$ cat src/rtl/sebc_pkg.sv
// ----------------------------------------------------------------------------
// sebc_pkg
// Shared widths, register codes, reset values and stage control type for the
// Sobel edge binarizer with per-frame edge count.
// ----------------------------------------------------------------------------
package sebc_pkg;

   localparam int PIX_W          = 8;
   localparam int COUNT_W        = 23;
   localparam int WIDTH_REG_W    = 12;
   localparam int HEIGHT_REG_W   = 13;
   localparam int THR_W          = 11;
   localparam int CSR_IDX_W      = 2;
   localparam int CSR_DATA_W     = 13;
   localparam int REQ_DATA_W     = 8;
   localparam int RSP_DATA_W     = 32;
   localparam int GRAD_W         = 11;
   localparam int ABS_W          = 10;
   localparam int MAG_W          = 11;

   localparam int MAX_WIDTH_DEF  = 2048;
   localparam int MAX_HEIGHT_DEF = 4096;

   localparam logic [WIDTH_REG_W-1:0]  WIDTH_RST  = 12'd640;
   localparam logic [HEIGHT_REG_W-1:0] HEIGHT_RST = 13'd480;
   localparam logic [THR_W-1:0]        THR_RST    = 11'd90;

   localparam logic [PIX_W-1:0] EDGE_ON  = 8'd255;
   localparam logic [PIX_W-1:0] EDGE_OFF = 8'd0;

   typedef enum logic [CSR_IDX_W-1:0] {
      CSR_FRAME_WIDTH    = 2'd0,
      CSR_FRAME_HEIGHT   = 2'd1,
      CSR_EDGE_THRESHOLD = 2'd2
   } csr_index_type;

   typedef struct packed {
      logic valid;
      logic last;
   } stage_ctl_type;

endpackage

$ cat src/rtl/sebc_sobel.sv
// ----------------------------------------------------------------------------
// sebc_sobel
// 3x3 window and the gradient stage: horizontal and vertical Sobel sums are
// formed from the window and registered as absolute values.
// ----------------------------------------------------------------------------
module sebc_sobel (
   input  logic                            clock,
   input  logic                            reset,
   input  logic                            shift_en,
   input  logic                            adv1,
   input  logic                            adv2,
   input  sebc_pkg::stage_ctl_type         ctl_in,
   input  logic [sebc_pkg::PIX_W-1:0]      pix,
   input  logic [sebc_pkg::PIX_W-1:0]      top,
   input  logic [sebc_pkg::PIX_W-1:0]      mid,
   output sebc_pkg::stage_ctl_type         s1_ctl,
   output sebc_pkg::stage_ctl_type         s2_ctl,
   output logic [sebc_pkg::ABS_W-1:0]      gx_abs,
   output logic [sebc_pkg::ABS_W-1:0]      gy_abs
);
   import sebc_pkg::*;

   logic [PIX_W-1:0]        win_ff [9];
   logic signed [GRAD_W-1:0] p [9];
   logic signed [GRAD_W-1:0] gx;
   logic signed [GRAD_W-1:0] gy;
   logic signed [GRAD_W-1:0] gx_mag;
   logic signed [GRAD_W-1:0] gy_mag;
   stage_ctl_type           s1_ctl_ff;
   stage_ctl_type           s2_ctl_ff;
   logic [ABS_W-1:0]        gx_abs_ff;
   logic [ABS_W-1:0]        gy_abs_ff;

   always_ff @(posedge clock) begin
      if (shift_en) begin
         win_ff[0] <= win_ff[1];
         win_ff[1] <= win_ff[2];
         win_ff[2] <= top;
         win_ff[3] <= win_ff[4];
         win_ff[4] <= win_ff[5];
         win_ff[5] <= mid;
         win_ff[6] <= win_ff[7];
         win_ff[7] <= win_ff[8];
         win_ff[8] <= pix;
      end
   end

   always_comb begin
      for (int i = 0; i < 9; i++) begin
         p[i] = signed'({{(GRAD_W - PIX_W){1'b0}}, win_ff[i]});
      end
      gx = (p[2] - p[0]) + ((p[5] - p[3]) <<< 1) + (p[8] - p[6]);
      gy = (p[0] - p[6]) + ((p[1] - p[7]) <<< 1) + (p[2] - p[8]);
      gx_mag = gx[GRAD_W-1] ? -gx : gx;
      gy_mag = gy[GRAD_W-1] ? -gy : gy;
   end

   always_ff @(posedge clock) begin
      if (reset) begin
         s1_ctl_ff <= '0;
         s2_ctl_ff <= '0;
      end else begin
         if (adv1) begin
            s1_ctl_ff <= shift_en ? ctl_in : '0;
         end
         if (adv2) begin
            s2_ctl_ff <= s1_ctl_ff;
         end
      end
   end

   always_ff @(posedge clock) begin
      if (adv2) begin
         gx_abs_ff <= gx_mag[ABS_W-1:0];
         gy_abs_ff <= gy_mag[ABS_W-1:0];
      end
   end

   assign s1_ctl = s1_ctl_ff;
   assign s2_ctl = s2_ctl_ff;
   assign gx_abs = gx_abs_ff;
   assign gy_abs = gy_abs_ff;

endmodule

$ cat config.mk
export PLATFORM = sky130hd
export DESIGN_NAME = sebc_sobel
export DESIGN_NICKNAME = d
export VERILOG_FILES = /design/src/rtl/sebc_pkg.sv /design/src/rtl/sebc_sobel.sv
export SDC_FILE = /design/constraint.sdc
export NUM_CORES = 1
export LEC_CHECK = 0
export ABC_AREA = 1
export ABC_CLOCK_PERIOD_IN_PS = 4300
export BUFFER_PORTS_ARGS = -buffer_cell sky130_fd_sc_hd__buf_2
export CAP_MARGIN = 25
export CORE_MARGIN = 5
export CORE_UTILIZATION = 46
export CTS_CLUSTER_DIAMETER = 200
export DETAILED_ROUTE_END_ITERATION = 7
export GPL_ROUTABILITY_DRIVEN = 1
export HOLD_SLACK_MARGIN = 0.1
export PLACE_DENSITY = 0.67
export SLEW_MARGIN = 20
export SYNTH_ARGS = -nofsm -noshare
export SYNTH_HDL_FRONTEND = slang
export SYNTH_SLANG_ARGS = --single-unit
$ cat constraint.sdc
create_clock -name clock -period 4.3 [get_ports clock]
set_clock_uncertainty 0.1 [all_clocks]
set_input_delay 0.215 -clock clock [delete_from_list [all_inputs] [get_ports clock]]
set_output_delay 0.215 -clock clock [all_outputs]
set_load 0.01 [all_outputs]
Word level (Yosys, flattened, before mapping)

Memories as Yosys holds them, arrays and structs flattened.
Index checks and enable logic that the tools add are counted.

Add/subtract/negate cells: 12
Muxes and demuxes: 5

Operators by type and width:

| cell                      | number |
|---|---|
| subtractor 8 x 8 -> 9 bit | 6 |
| adder 11 x 9 -> 11 bit    | 2 |
| adder 9 x 10 -> 11 bit    | 2 |
| two-way mux 10 bit        | 2 |
| negator 10 bit            | 2 |
| two-way mux 1 bit         | 2 |
| two-way mux 2 bit         | 1 |

Input bits: 31
Memories: 1
Memory bits (writable): 72
Register bits after elaboration: 24
Logic and storage cells: 24
Output and inout port bits: 24

Memory list:

| memory | depth | bits a word | rd ports | clocked after memory_dff | write ports | line             | source |
|---|---|---|---|---|---|---|---|
| win_ff | 9     | 8           | 9        | 0                        | 9           | sebc_sobel.sv:23 | `logic [PIX_W-1:0] win_ff [9];` |

Logic depth before layout (Yosys ltp)

An unclocked memory read counts as a cell.

Word-level depth: 6
Mapped depth: 25
Mapped depth without buffers: 25

Worst setup path before layout

Ideal clock, no wire load.

Path kind: reg2reg
Start point: mem win_ff[2][0], in the netlist win_ff[0][16]
End point: reg gx_abs_ff[8], in the netlist gx_abs[8], data pin
Buffers on the path: 1
Data arrival time: 3.222 ns
Period minus slack after synthesis: 3.575 ns
Setup time: 0.252 ns
Stages on the path, launching flop included: 21
Required time: 3.948 ns
Path slack: 0.725 ns
Path through: edfxtp_1 -> inv_1 -> ha_1 -> inv_1 -> fa_1 -> nand3_1 -> o211ai_1 -> nand4_1 -> and2_1 -> inv_1 -> fa_1 -> inv_1 -> ha_1 -> nand2_1 -> a21oi_1 -> nor3_4 -> nand3_1 -> nand2_4 -> buf_6 -> nand3b_1 -> nand2_1

RTL lines:

| item                 | line             | source |
|---|---|---|
| from (decl)          | sebc_sobel.sv:23 |  |
| to (signal assigned) | sebc_sobel.sv:74 | `gx_abs_ff <= gx_mag[ABS_W-1:0];` |
| to (decl)            | sebc_sobel.sv:31 | `logic [ABS_W-1:0] gx_abs_ff;` |

==> results.txt <==
status: finished clean
CTS Hold Buffers Added: 29
root buffer cell: clkbuf_16
DRT Pass-1 Iters: 5
DRT antenna net count: 0
Sequential Power Share: 25.1%
worst skew pair latency: 350 ps
Max stage delay on crit path: 540 ps
Netlist cell types: 31
sequential cell area fraction in the yosys report: 40.61%
hold slack: 267.4 ps
dominant synthesized flop cell: edfxtp_1
ys async rst share: 0%
cts repair resizes: 0
clk buf depth: 2
WS Path Type: register to register
cell area after layout: 0.008092 mm²
post-DP HPWL: 10.25 mm
vias after detailed routing: 5102
Cells after Synth: 771
final WL: 12.86 mm
Post-synth EDFFs: 92
CTS tree: done
CTS clock-pin slew for the worst setup and hold paths: 80 ps
die width: 133.4 µm
row count: 45
First DRT Iteration DRCs: 246
area post-placement: 0.007510 mm²
DRC Markers: 0
starting density of the core: 46.38%
clock network fraction of total power: 14.5%
Synth area leaders: edfxtp_1 39%, ha_1 13%, inv_1 10%, nand2_1 8.6%, fa_1 7.4%
P_sw: 2.468 mW
worst-path cell chain: inv_1, ha_1, inv_1, fa_1, nand3_1, o211ai_1, a21oi_1, o21ai_0, xor2_1, fa_1, inv_1, ha_1, nand2_1, inv_1, a21oi_1, nand2_1, nand2_1, nand2_1, nor2_1, nand2_1, nand3_2, nand2_1
# diodes: 0
I/O Pins: 55
max_cap viols: 0
Yosys top cell by area: edfxtp_1
commonest non-fill, non-tap cell in the layout: inv_1
Vias/cell: 4.822
period utilization: 93.04%
first-pass GRT wire length: 21.31 mm
Die ar.: 0.01778 mm²
Pint: 2.976 mW
Fin. Hold Viols: 0
clock sinks: 96
unrepaired setup endpoints after global routing: false
combinational share of power: 60.5%
Data required, critical path: 4320 ps
Tmin final: 4001 ps
fin cells: 1058
All-Layer GR Usage: 14.81%
Least-Margin Pin Slew: 528.6 ps
Critical R2R Launch: win_ff[0][16]
TritonCTS Buffers: 9
total power: 5.444 mW
Placed Cells: 1013
Hold Path Class: primary input to register
Mapped Area: 0.006999 mm²
Crit path top cell by count: nand2_1
CP max FO: 5
routability cong.: 0.8706
PD cells: 672.8 mW/mm²
total negative setup slack: 0 ps
final setup violation count: 0
nets: 992
GRT Residual Overflow: 0
layout cell share with drive strength beyond 1: 10.00%
initial antenna violation count: 0
hold_sp: adv2
Crit. Startpoint: win_ff[0][16]
area grow syn2layout: 15.61%
Critical Path Sink Type: register
commonest non-fill, non-tap cells in the layout: 187 x inv_1, 160 x nand2_1, 92 x edfxtp_1
worst path arrival time: 4020 ps
port buffer count: 54
Mapped Nets: 898
CP max-delay cell: fa_1
setup bufs post-CTS: 0
via count of the first global-routing pass: 4616
fmax: 0.2500 GHz
Core ar.: 0.01509 mm²
Mean Syn Cell Area: 9.078 µm²
DIE HEIGHT: 133.4 µm
Startpoint Class: register
leak pwr: 4.009 nW
VDD IR max: 0.3923 mV
Yosys reg bits: 96
Max Slew Vio Count: 0
largest net degree at the start of global routing: 30
Sw Share: 45.33%
Routed WL per cell: 12.15 µm
number of H-tree levels: 3
Slew Limit Headroom: 64.76%
Syn. warnings: 0
top cell type's share of synthesized area: 39.47%
-- state kept, by name, indices dropped and copies added, names as in the netlist --
register	cells
win_ff	72
s2_ctl	2
gx_abs	10
s1_ctl	2
gy_abs	10
-- metal layers --
metal / wire length (µm) / GRT usage, % / vias to the layer above
met5: 0 / 0 / -
met3: 571 / 3.323 / 12
li1: - / - / 2697
met2: 5643 / 23.02 / 94
met4: 139 / 3.600 / 0
met1: 6503 / 21.19 / 2299
-- synthesized netlist by cell type, types with 7 or more instances --
cell type,instances
nand2_1,160
nand3b_1,7
nand2_2,8
nand3_1,50
nand4_1,16
edfxtp_1,92
a21oi_1,36
xor2_1,24
inv_1,187
ha_1,70
xnor2_1,18
o21ai_0,15
fa_1,26
nor2_1,19
-- area by class of cell --
cell class,instances,area (µm²)
clock buffer,10,229.0
clock inverter,6,62.56
fill,1385,6998
inverter,187,701.9
multi-input combinational,486,3432
sequential,96,2843
tap,188,235.2
timing repair buffer,85,588.1
-- per-stage QoR --
| stage | worst slack [ps] | util (%) |
|---|---|---|
| 2_1_floorplan | 725.4 | - |
| 3_3_place_gp | 405.4 | 49.64 |
| 3_5_place_dp | 338.4 | 49.77 |
| 4_1_cts | 310.5 | 53.62 |
| 5_1_grt | 2.685 | 53.62 |
| 6_report | 299.4 | 53.62 |
-- power by group through the flow --
stage                     Sequential (mW)  Combinational (mW)  Clock (mW)
final                                1.36                3.29       0.789
after floorplan                      1.43                2.66           0
after CTS                            1.37                3.32       0.816
after global routing                 1.38                3.81       0.851
after global placement               1.38                3.22           0
after detailed placement             1.39                3.28           0
-- cell families after synthesis --
logic type / count (synthesis) / share of synthesized area (%)
xor gates and xnor gates: 42 / 5.256
adders and majority gates: 96 / 19.95
and+or+nand+nor: 275 / 17.79
AOI/OAI and AO/OA: 73 / 6.042
buffers and inverters: 189 / 10.35
DFF: 96 / 40.61
-- path summary, 6_finish.rpt --
kind              depth (start not counted)  slack, ps            end
setup / recovery                         22        300      gx_abs[9]
hold / removal                            1        270      gy_abs[9]
setup reg to reg                         22        300      gx_abs[9]
hold reg to reg                           0        310  win_ff[0][25]
-- critical path, delay by kind of cell, from the launching register on --
family	cells	cell delay, ps
AOI/OAI and AO/OA	4	640
and+or+nand+nor	9	740
DFF	1	410
adders and majority gates	4	1460
xor gates and xnor gates	1	170
buffers and inverters	4	250
No activity file was read; power rests on OpenSTA's default activity.
