### src/rtl/sebc_pkg.sv
// ----------------------------------------------------------------------------
// sebc_pkg
// Shared widths, register codes, reset values and stage control type for the
// Sobel edge binarizer with per-frame edge count.
// ----------------------------------------------------------------------------
package sebc_pkg;

   localparam int PIX_W          = 8;
   localparam int COUNT_W        = 23;
   localparam int WIDTH_REG_W    = 12;
   localparam int HEIGHT_REG_W   = 13;
   localparam int THR_W          = 11;
   localparam int CSR_IDX_W      = 2;
   localparam int CSR_DATA_W     = 13;
   localparam int REQ_DATA_W     = 8;
   localparam int RSP_DATA_W     = 32;
   localparam int GRAD_W         = 11;
   localparam int ABS_W          = 10;
   localparam int MAG_W          = 11;

   localparam int MAX_WIDTH_DEF  = 2048;
   localparam int MAX_HEIGHT_DEF = 4096;

   localparam logic [WIDTH_REG_W-1:0]  WIDTH_RST  = 12'd640;
   localparam logic [HEIGHT_REG_W-1:0] HEIGHT_RST = 13'd480;
   localparam logic [THR_W-1:0]        THR_RST    = 11'd90;

   localparam logic [PIX_W-1:0] EDGE_ON  = 8'd255;
   localparam logic [PIX_W-1:0] EDGE_OFF = 8'd0;

   typedef enum logic [CSR_IDX_W-1:0] {
      CSR_FRAME_WIDTH    = 2'd0,
      CSR_FRAME_HEIGHT   = 2'd1,
      CSR_EDGE_THRESHOLD = 2'd2
   } csr_index_type;

   typedef struct packed {
      logic valid;
      logic last;
   } stage_ctl_type;

endpackage

### src/rtl/sebc_csr.sv
// ----------------------------------------------------------------------------
// sebc_csr
// Configuration registers and the clamped last column and last row limits.
// ----------------------------------------------------------------------------
module sebc_csr #(
   parameter int MAX_WIDTH  = sebc_pkg::MAX_WIDTH_DEF,
   parameter int MAX_HEIGHT = sebc_pkg::MAX_HEIGHT_DEF
) (
   input  logic                                clock,
   input  logic                                reset,
   input  logic                                csr_valid,
   output logic                                csr_ready,
   input  logic [sebc_pkg::CSR_IDX_W-1:0]      csr_index,
   input  logic [sebc_pkg::CSR_DATA_W-1:0]     csr_data,
   output logic [$clog2(MAX_WIDTH)-1:0]        col_last,
   output logic [$clog2(MAX_HEIGHT)-1:0]       row_last,
   output logic [sebc_pkg::THR_W-1:0]          threshold
);
   import sebc_pkg::*;

   localparam int COL_W = $clog2(MAX_WIDTH);
   localparam int ROW_W = $clog2(MAX_HEIGHT);
   localparam int WCW   = (COL_W + 1 > WIDTH_REG_W) ? COL_W + 1 : WIDTH_REG_W;
   localparam int HCW   = (ROW_W + 1 > HEIGHT_REG_W) ? ROW_W + 1 : HEIGHT_REG_W;
   localparam logic [WCW-1:0] WIDTH_HI  = WCW'(MAX_WIDTH);
   localparam logic [HCW-1:0] HEIGHT_HI = HCW'(MAX_HEIGHT);

   logic [WIDTH_REG_W-1:0]  width_ff;
   logic [HEIGHT_REG_W-1:0] height_ff;
   logic [THR_W-1:0]        thr_ff;
   logic [WCW-1:0]          width_ext;
   logic [HCW-1:0]          height_ext;
   logic [WCW-1:0]          col_last_full;
   logic [HCW-1:0]          row_last_full;

   assign csr_ready = 1'b1;

   always_ff @(posedge clock) begin
      if (reset) begin
         width_ff  <= WIDTH_RST;
         height_ff <= HEIGHT_RST;
         thr_ff    <= THR_RST;
      end else if (csr_valid) begin
         unique case (csr_index)
            CSR_FRAME_WIDTH: begin
               width_ff <= csr_data[WIDTH_REG_W-1:0];
            end
            CSR_FRAME_HEIGHT: begin
               height_ff <= csr_data[HEIGHT_REG_W-1:0];
            end
            CSR_EDGE_THRESHOLD: begin
               thr_ff <= csr_data[THR_W-1:0];
            end
            default: begin
            end
         endcase
      end
   end

   assign width_ext  = WCW'(width_ff);
   assign height_ext = HCW'(height_ff);

   always_comb begin
      if (width_ext < WCW'(3)) begin
         col_last_full = WCW'(2);
      end else if (width_ext > WIDTH_HI) begin
         col_last_full = WIDTH_HI - WCW'(1);
      end else begin
         col_last_full = width_ext - WCW'(1);
      end
      if (height_ext < HCW'(3)) begin
         row_last_full = HCW'(2);
      end else if (height_ext > HEIGHT_HI) begin
         row_last_full = HEIGHT_HI - HCW'(1);
      end else begin
         row_last_full = height_ext - HCW'(1);
      end
   end

   assign col_last  = col_last_full[COL_W-1:0];
   assign row_last  = row_last_full[ROW_W-1:0];
   assign threshold = thr_ff;

endmodule

### config.mk
export PLATFORM = sky130hd
export DESIGN_NAME = sebc_csr
export DESIGN_NICKNAME = d
export VERILOG_FILES = /design/src/rtl/sebc_pkg.sv /design/src/rtl/sebc_csr.sv
export SDC_FILE = /design/constraint.sdc
export NUM_CORES = 1
export LEC_CHECK = 0
export BUFFER_PORTS_ARGS = -buffer_cell sky130_fd_sc_hd__buf_2
export CAP_MARGIN = 5
export CELL_PAD_IN_SITES_DETAIL_PLACEMENT = 1
export CELL_PAD_IN_SITES_GLOBAL_PLACEMENT = 1
export CORE_MARGIN = 5
export CORE_UTILIZATION = 33
export DETAILED_ROUTE_END_ITERATION = 12
export PLACE_DENSITY = 0.7
export SLEW_MARGIN = 20
export SYNTH_ARGS = -nofsm -noshare
export SYNTH_HDL_FRONTEND = slang
export SYNTH_SLANG_ARGS = --single-unit
### constraint.sdc
create_clock -name clock -period 2 [get_ports clock]
set_input_delay 0.4 -clock clock [delete_from_list [all_inputs] [get_ports clock]]
set_output_delay 0.4 -clock clock [all_outputs]
set_load 0.005 [all_outputs]
======== After elaboration in Yosys (flattened, before gate mapping) ========
Cells that the tools add are included.
operators by class
  add/subtract/negate cells ............... 2
  magnitude comparators ................... 4
  eq/ne operators ......................... 2
  multiplexer cells ....................... 4
  reductions and logical operators ........ 4
operators with widths
  operator                 count
  $mux W12                 2
  $mux W11                 2
  $gt A13 B13 Y1 const B   1
  $lt A13 B2 Y1 const B    1
  $gt A12 B12 Y1 const B   1
  $lt A12 B2 Y1 const B    1
  $sub A12 B1 Y12 const B  1
  $sub A11 B1 Y11 const B  1
  $reduce_and A2 Y1        3
  $eq A2 B1 Y1 const B     1
  $eq A2 B2 Y1 const B     1
  $logic_not A2 Y1         1
storage, ports and cells
  register bits ........................... 36
  input bits .............................. 18
  output and inout bits ................... 35
  logic and storage cells ................. 19

======== Longest topological paths before layout ========
  depth in word-level cells ............... 3
  gate-level depth with buffers ........... 6
  gate-level depth less buffers ........... 6

======== Worst setup path before layout ========
No wires, ideal clock.
  kind .................................... reg-to-output
  from .................................... register width_ff[0], in the netlist width_ext[0]
  to ...................................... output port col_last[3]
  data arrival time ....................... 1452 ps
  required time ........................... 1600 ps
  path slack .............................. 148 ps
  cell stages (with the launch flop) ...... 7
  buffers on the path ..................... 0
  cell sequence ........................... dfxtp_1 inv_1 ha_1 nor3b_1 nand3_1 o21ai_2 a31oi_1
between the ends
  word-level cells in the longest chain between the ends .. 3
  elaborated cells on any way between the ends .. 5
  those cells by class .................... add/sub: 1; order compare: 2; mux: 2
RTL lines
  element                                                   RTL line                        RTL
  start, declared                                           sebc_csr.sv:28                  logic [WIDTH_REG_W-1:0] width_ff;
  start signal, assigned                                    sebc_csr.sv:46                  width_ff <= csr_data[WIDTH_REG_W-1:0];
  $sub A11 B1 Y11 / $gt A12 B12 Y1 (equally long branches)  sebc_csr.sv:69, sebc_csr.sv:66
  $mux W11                                                  sebc_csr.sv:66                  end else if (width_ext > WIDTH_HI) begin
  $mux W11 *                                                sebc_csr.sv:64                  if (width_ext < WCW'(3)) begin
  end, declared                                             sebc_csr.sv:15                  output logic [$clog2(MAX_WIDTH)-1:0] col_last,
Mark *: on every way between the ends. The rest lies on a longest branch, timed or not.

======== Worst setup path in the final report ========
  from .................................... register width_ff[0], in the netlist width_ext[0]
  to ...................................... output port col_last[5]
The elaborated chain is that of the path after synthesis.

==> summary.md <==
| Metric | Value |
|---|---|
| Die area | `approximately 7600 µm²` |
| Vias per cell | `5.13` |
| Final Skew | `0 ps` |
| CTS buffer count | `5` |
| Routed length per instance | `15.7 µm` |
| Cell Area, Placed | `between 2000 and 2500 µm²` |
| Net count, final | `361` |
| Ratio of total power to cell area | `595 nW/µm²` |
| Max-Cap Viols | `0` |
| Relative slew slack | `between 50% and 60%` |
| Detail Route Antenna Nets | `0` |
| WS Path Type | `flip-flop to primary output` |
| DRC viols | `0` |
| Die height | `between 80 and 90 µm` |
| Initial Util | `roughly a third` |
| Fin area | `roughly 2900 µm²` |
| RSZ-0062 raised after global routing | `true` |
| I/O Buffers | `51` |
| Max stage delay cell, worst path | `or4_4` |
| Cell taking the most area after synthesis | `dfxtp_1` |
| Worst-path fanout max | `4` |
| Clk buf depth | `2` |
| Final wirelength | `approximately 6500 µm` |
| Peak VDD IR | `around 0.34 mV` |
| Area contributors post-synth | `dfxtp_1, nand2_1, a21oi_1` |
| Fmax | `440 MHz` |
| Reg-to-reg startpoint | `width_ext[0]$_SDFFE_PP0P_` |
| TritonCTS clock tree | `built` |
| Core Box Area | `slightly below 6000 µm²` |
| Final setup margin | `-275 ps` |
| Final Hold Viols | `0` |
| Iter 0 DRT Violations | `67` |
| Hold crit path type | `input port to flip-flop` |
| Clock Latency Late Sink | `between 200 and 300 ps` |
| Via count | `around 2100` |
| Violated checks | `setup timing` |
| First-pass GRT wire length | `10600 µm` |
| # hold bufs at CTS | `0` |
| Crit path max-delay family | `simple AND/OR/NAND/NOR gates` |
| Most used routing layer | `met2` |
| CP Cell Sequence | `buf_6, or4_4, buf_6, nor2_4, xnor2_1, a21oi_1, buf_2` |
| Startpoint types | `flip-flop` |
| Worst reg-to-reg path cell count | `4` |
| Status | `complete, but fails checks` |
| Fin crit period | `between 2000 and 2500 ps` |
| HPWL Detailed | `between 4000 and 5000 µm` |
| Cell area after synthesis | `1970 µm²` |
| Rows | `28` |
| WHS Path Cells | `3` |
| Hold Path End | `height_ext[12]$_SDFFE_PP0P_` |
| CP bufs+invs | `3` |
| Crit path capture type | `primary output` |
| Synth cell types | `36` |
| Die width | `between 80 and 90 µm` |
| Root buffer cell | `clkbuf_8` |
| Crit-path most repeated cell | `buf_6` |
| Met2 Use GR | `~30%` |
| Measured slew at the worst slew-check pin | `between 600 and 700 ps` |
| GP Congestion | `0.765` |
| Synth Area per Inst | `around 7.7 µm²` |
| Clock sink count | `36` |
| Via count of the first global-routing pass | `2195` |
| Pleak | `about 0.0012 µW` |
| Area growth from synthesis to layout | `45.0%` |
| Routing usage on met3 | `under 10%` |
| Top-area cell type share of the netlist area | `a little over a third` |
| TritonRoute pass-1 iters | `4` |
| Largest net degree at the start of global routing | `37` |
| HP Start | `csr_data[12]` |
| Ports | `between 50 and 60` |
| Syn Inst Count | `about 260` |
| Share of layout cells above drive strength 1 | `between 40% and 50%` |
| Most frequent cells in the layout | `nand2_1, buf_2, a21oi_1, buf_4, dfxtp_1` |
| Design Power | `1700 µW` |
| Clock transition at path regs | `around 70 ps` |
| GR Layer Usage met1 | `between 20% and 30%` |
| # H-tree levels | `2` |
| CP arrival | `1880 ps` |
| Total gr overflow | `0` |
| GRT Total Usage | `17.6%` |
| Final cycle utilization of the critical path | `114%` |
| Crit path largest cell delay | `about 550 ps` |
| Setup TNS | `-3310 ps` |
| WP data required | `around 1600 ps` |
| Reg-to-Reg End | `width_ext[0]$_SDFFE_PP0P_` |
| Most common cell after layout, fill and taps aside | `nand2_1` |
| Final setup vio count | `23` |
| Sequential area share after synthesis | `between 30% and 40%` |
| FF+latch count, synth | `36` |
| Initial antenna violation count | `0` |
| FF-to-FF setup slack | `1140 ps` |
| Syn nets | `approximately 280` |
| Yosys warns | `0` |
| Final Max Tran Viols | `0` |
| Diodes inserted | `0` |
-- per-stage QoR --
step           setup slack, ps  utilization, %  cells  hold slack, ps
6_report                  -275            48.8    415             350
5_1_grt                   -356            48.8    415             368
4_1_cts                   -256            47.5    412             338
3_5_place_dp             -21.9            41.4    393             448
3_3_place_gp              40.3            41.4    393             442
2_1_floorplan              148               -    257             453
-- synth_stat cells, drive strengths merged --
master  count
ha          4
nor2        6
or3b        2
a31o        2
clkbuf     10
inv         5
nand4       2
conb        1
xor2        5
nor4        6
nor3        5
o41ai       1
or4         3
nand3b     14
nor2b       1
nor3b       4
and3b       2
a31oi       3
nand3       3
o31ai       2
a21oi      43
a211oi      3
buf         6
xnor2       9
nand2      78
dfxtp      36
o21ai       1
-- routing by layer --
metal | up-vias | wire length, µm
met1 | 1037 | 3010
li1 | 1041 | -
met3 | 8 | 241
met4 | 0 | 100
met2 | 44 | 3150
met5 | - | 0
-- repair_timing --
item	4_1_cts	5_1_grt
resized for setup	50	13
setup endpoints to repair	23	23
pin swaps	19	8
setup buffers	10	3
cloned	1	0
-- where the power goes --
| part | internal [µW] | switching (µW) |
|---|---|---|
| Sequential | 741 | 30.7 |
| Combinational | 201 | 189 |
| Clock | 280 | 257 |
-- worst min-delay path: cells and delay by family --
kind	cells	cell delay, ps
AND/OR/NAND/NOR	1	50
buffers and inverters	1	90
AO/OA/AOI/OAI	1	50
-- cell families (layout without fill, tap and decap cells) --
| logic type | Yosys count | in the layout | share of synthesized area (%) |
|---|---|---|---|
| fa+ha+maj | 4 | 4 | 2.54 |
| other cells | 1 | 1 | 0.191 |
| compound gates | 55 | 55 | 16.0 |
| flops | 36 | 36 | 36.6 |
| buf+inv | 21 | 104 | 5.66 |
| xor+xnor | 14 | 14 | 6.23 |
| simple gates | 126 | 126 | 32.7 |
-- final cells by class --
type,count,area (µm²)
Timing Repair Buffer,91,582
Clock inverter,1,7.51
Inverter,5,21.3
Fill cell,724,3000
Tap cell,75,93.8
Clock buffer,7,86.3
Multi-Input combinational cell,200,1320
Sequential cell,36,744
-- state kept, by name, indices dropped and copies added (netlist names) --
| signal | flops |
|---|---|
| height_ext | 13 |
| width_ext | 12 |
| threshold | 11 |
-- worst max path at each step --
stage,startpoint,end,slack [ps],cells after the start
3_3_place_gp,width_ext[2]$_SDFFE_PP0P_,col_last[1],40,5
2_1_floorplan,width_ext[0]$_SDFFE_PP0P_,col_last[3],150,6
3_5_place_dp,width_ext[0]$_SDFFE_PP0P_,col_last[3],-20,7
6_report,width_ext[0]$_SDFFE_PP0P_,col_last[5],-280,7
5_1_grt,width_ext[0]$_SDFFE_PP0P_,col_last[7],-360,6
4_1_cts,width_ext[0]$_SDFFE_PP0P_,col_last[7],-260,6
No activity file was read; power rests on OpenSTA's default activity.
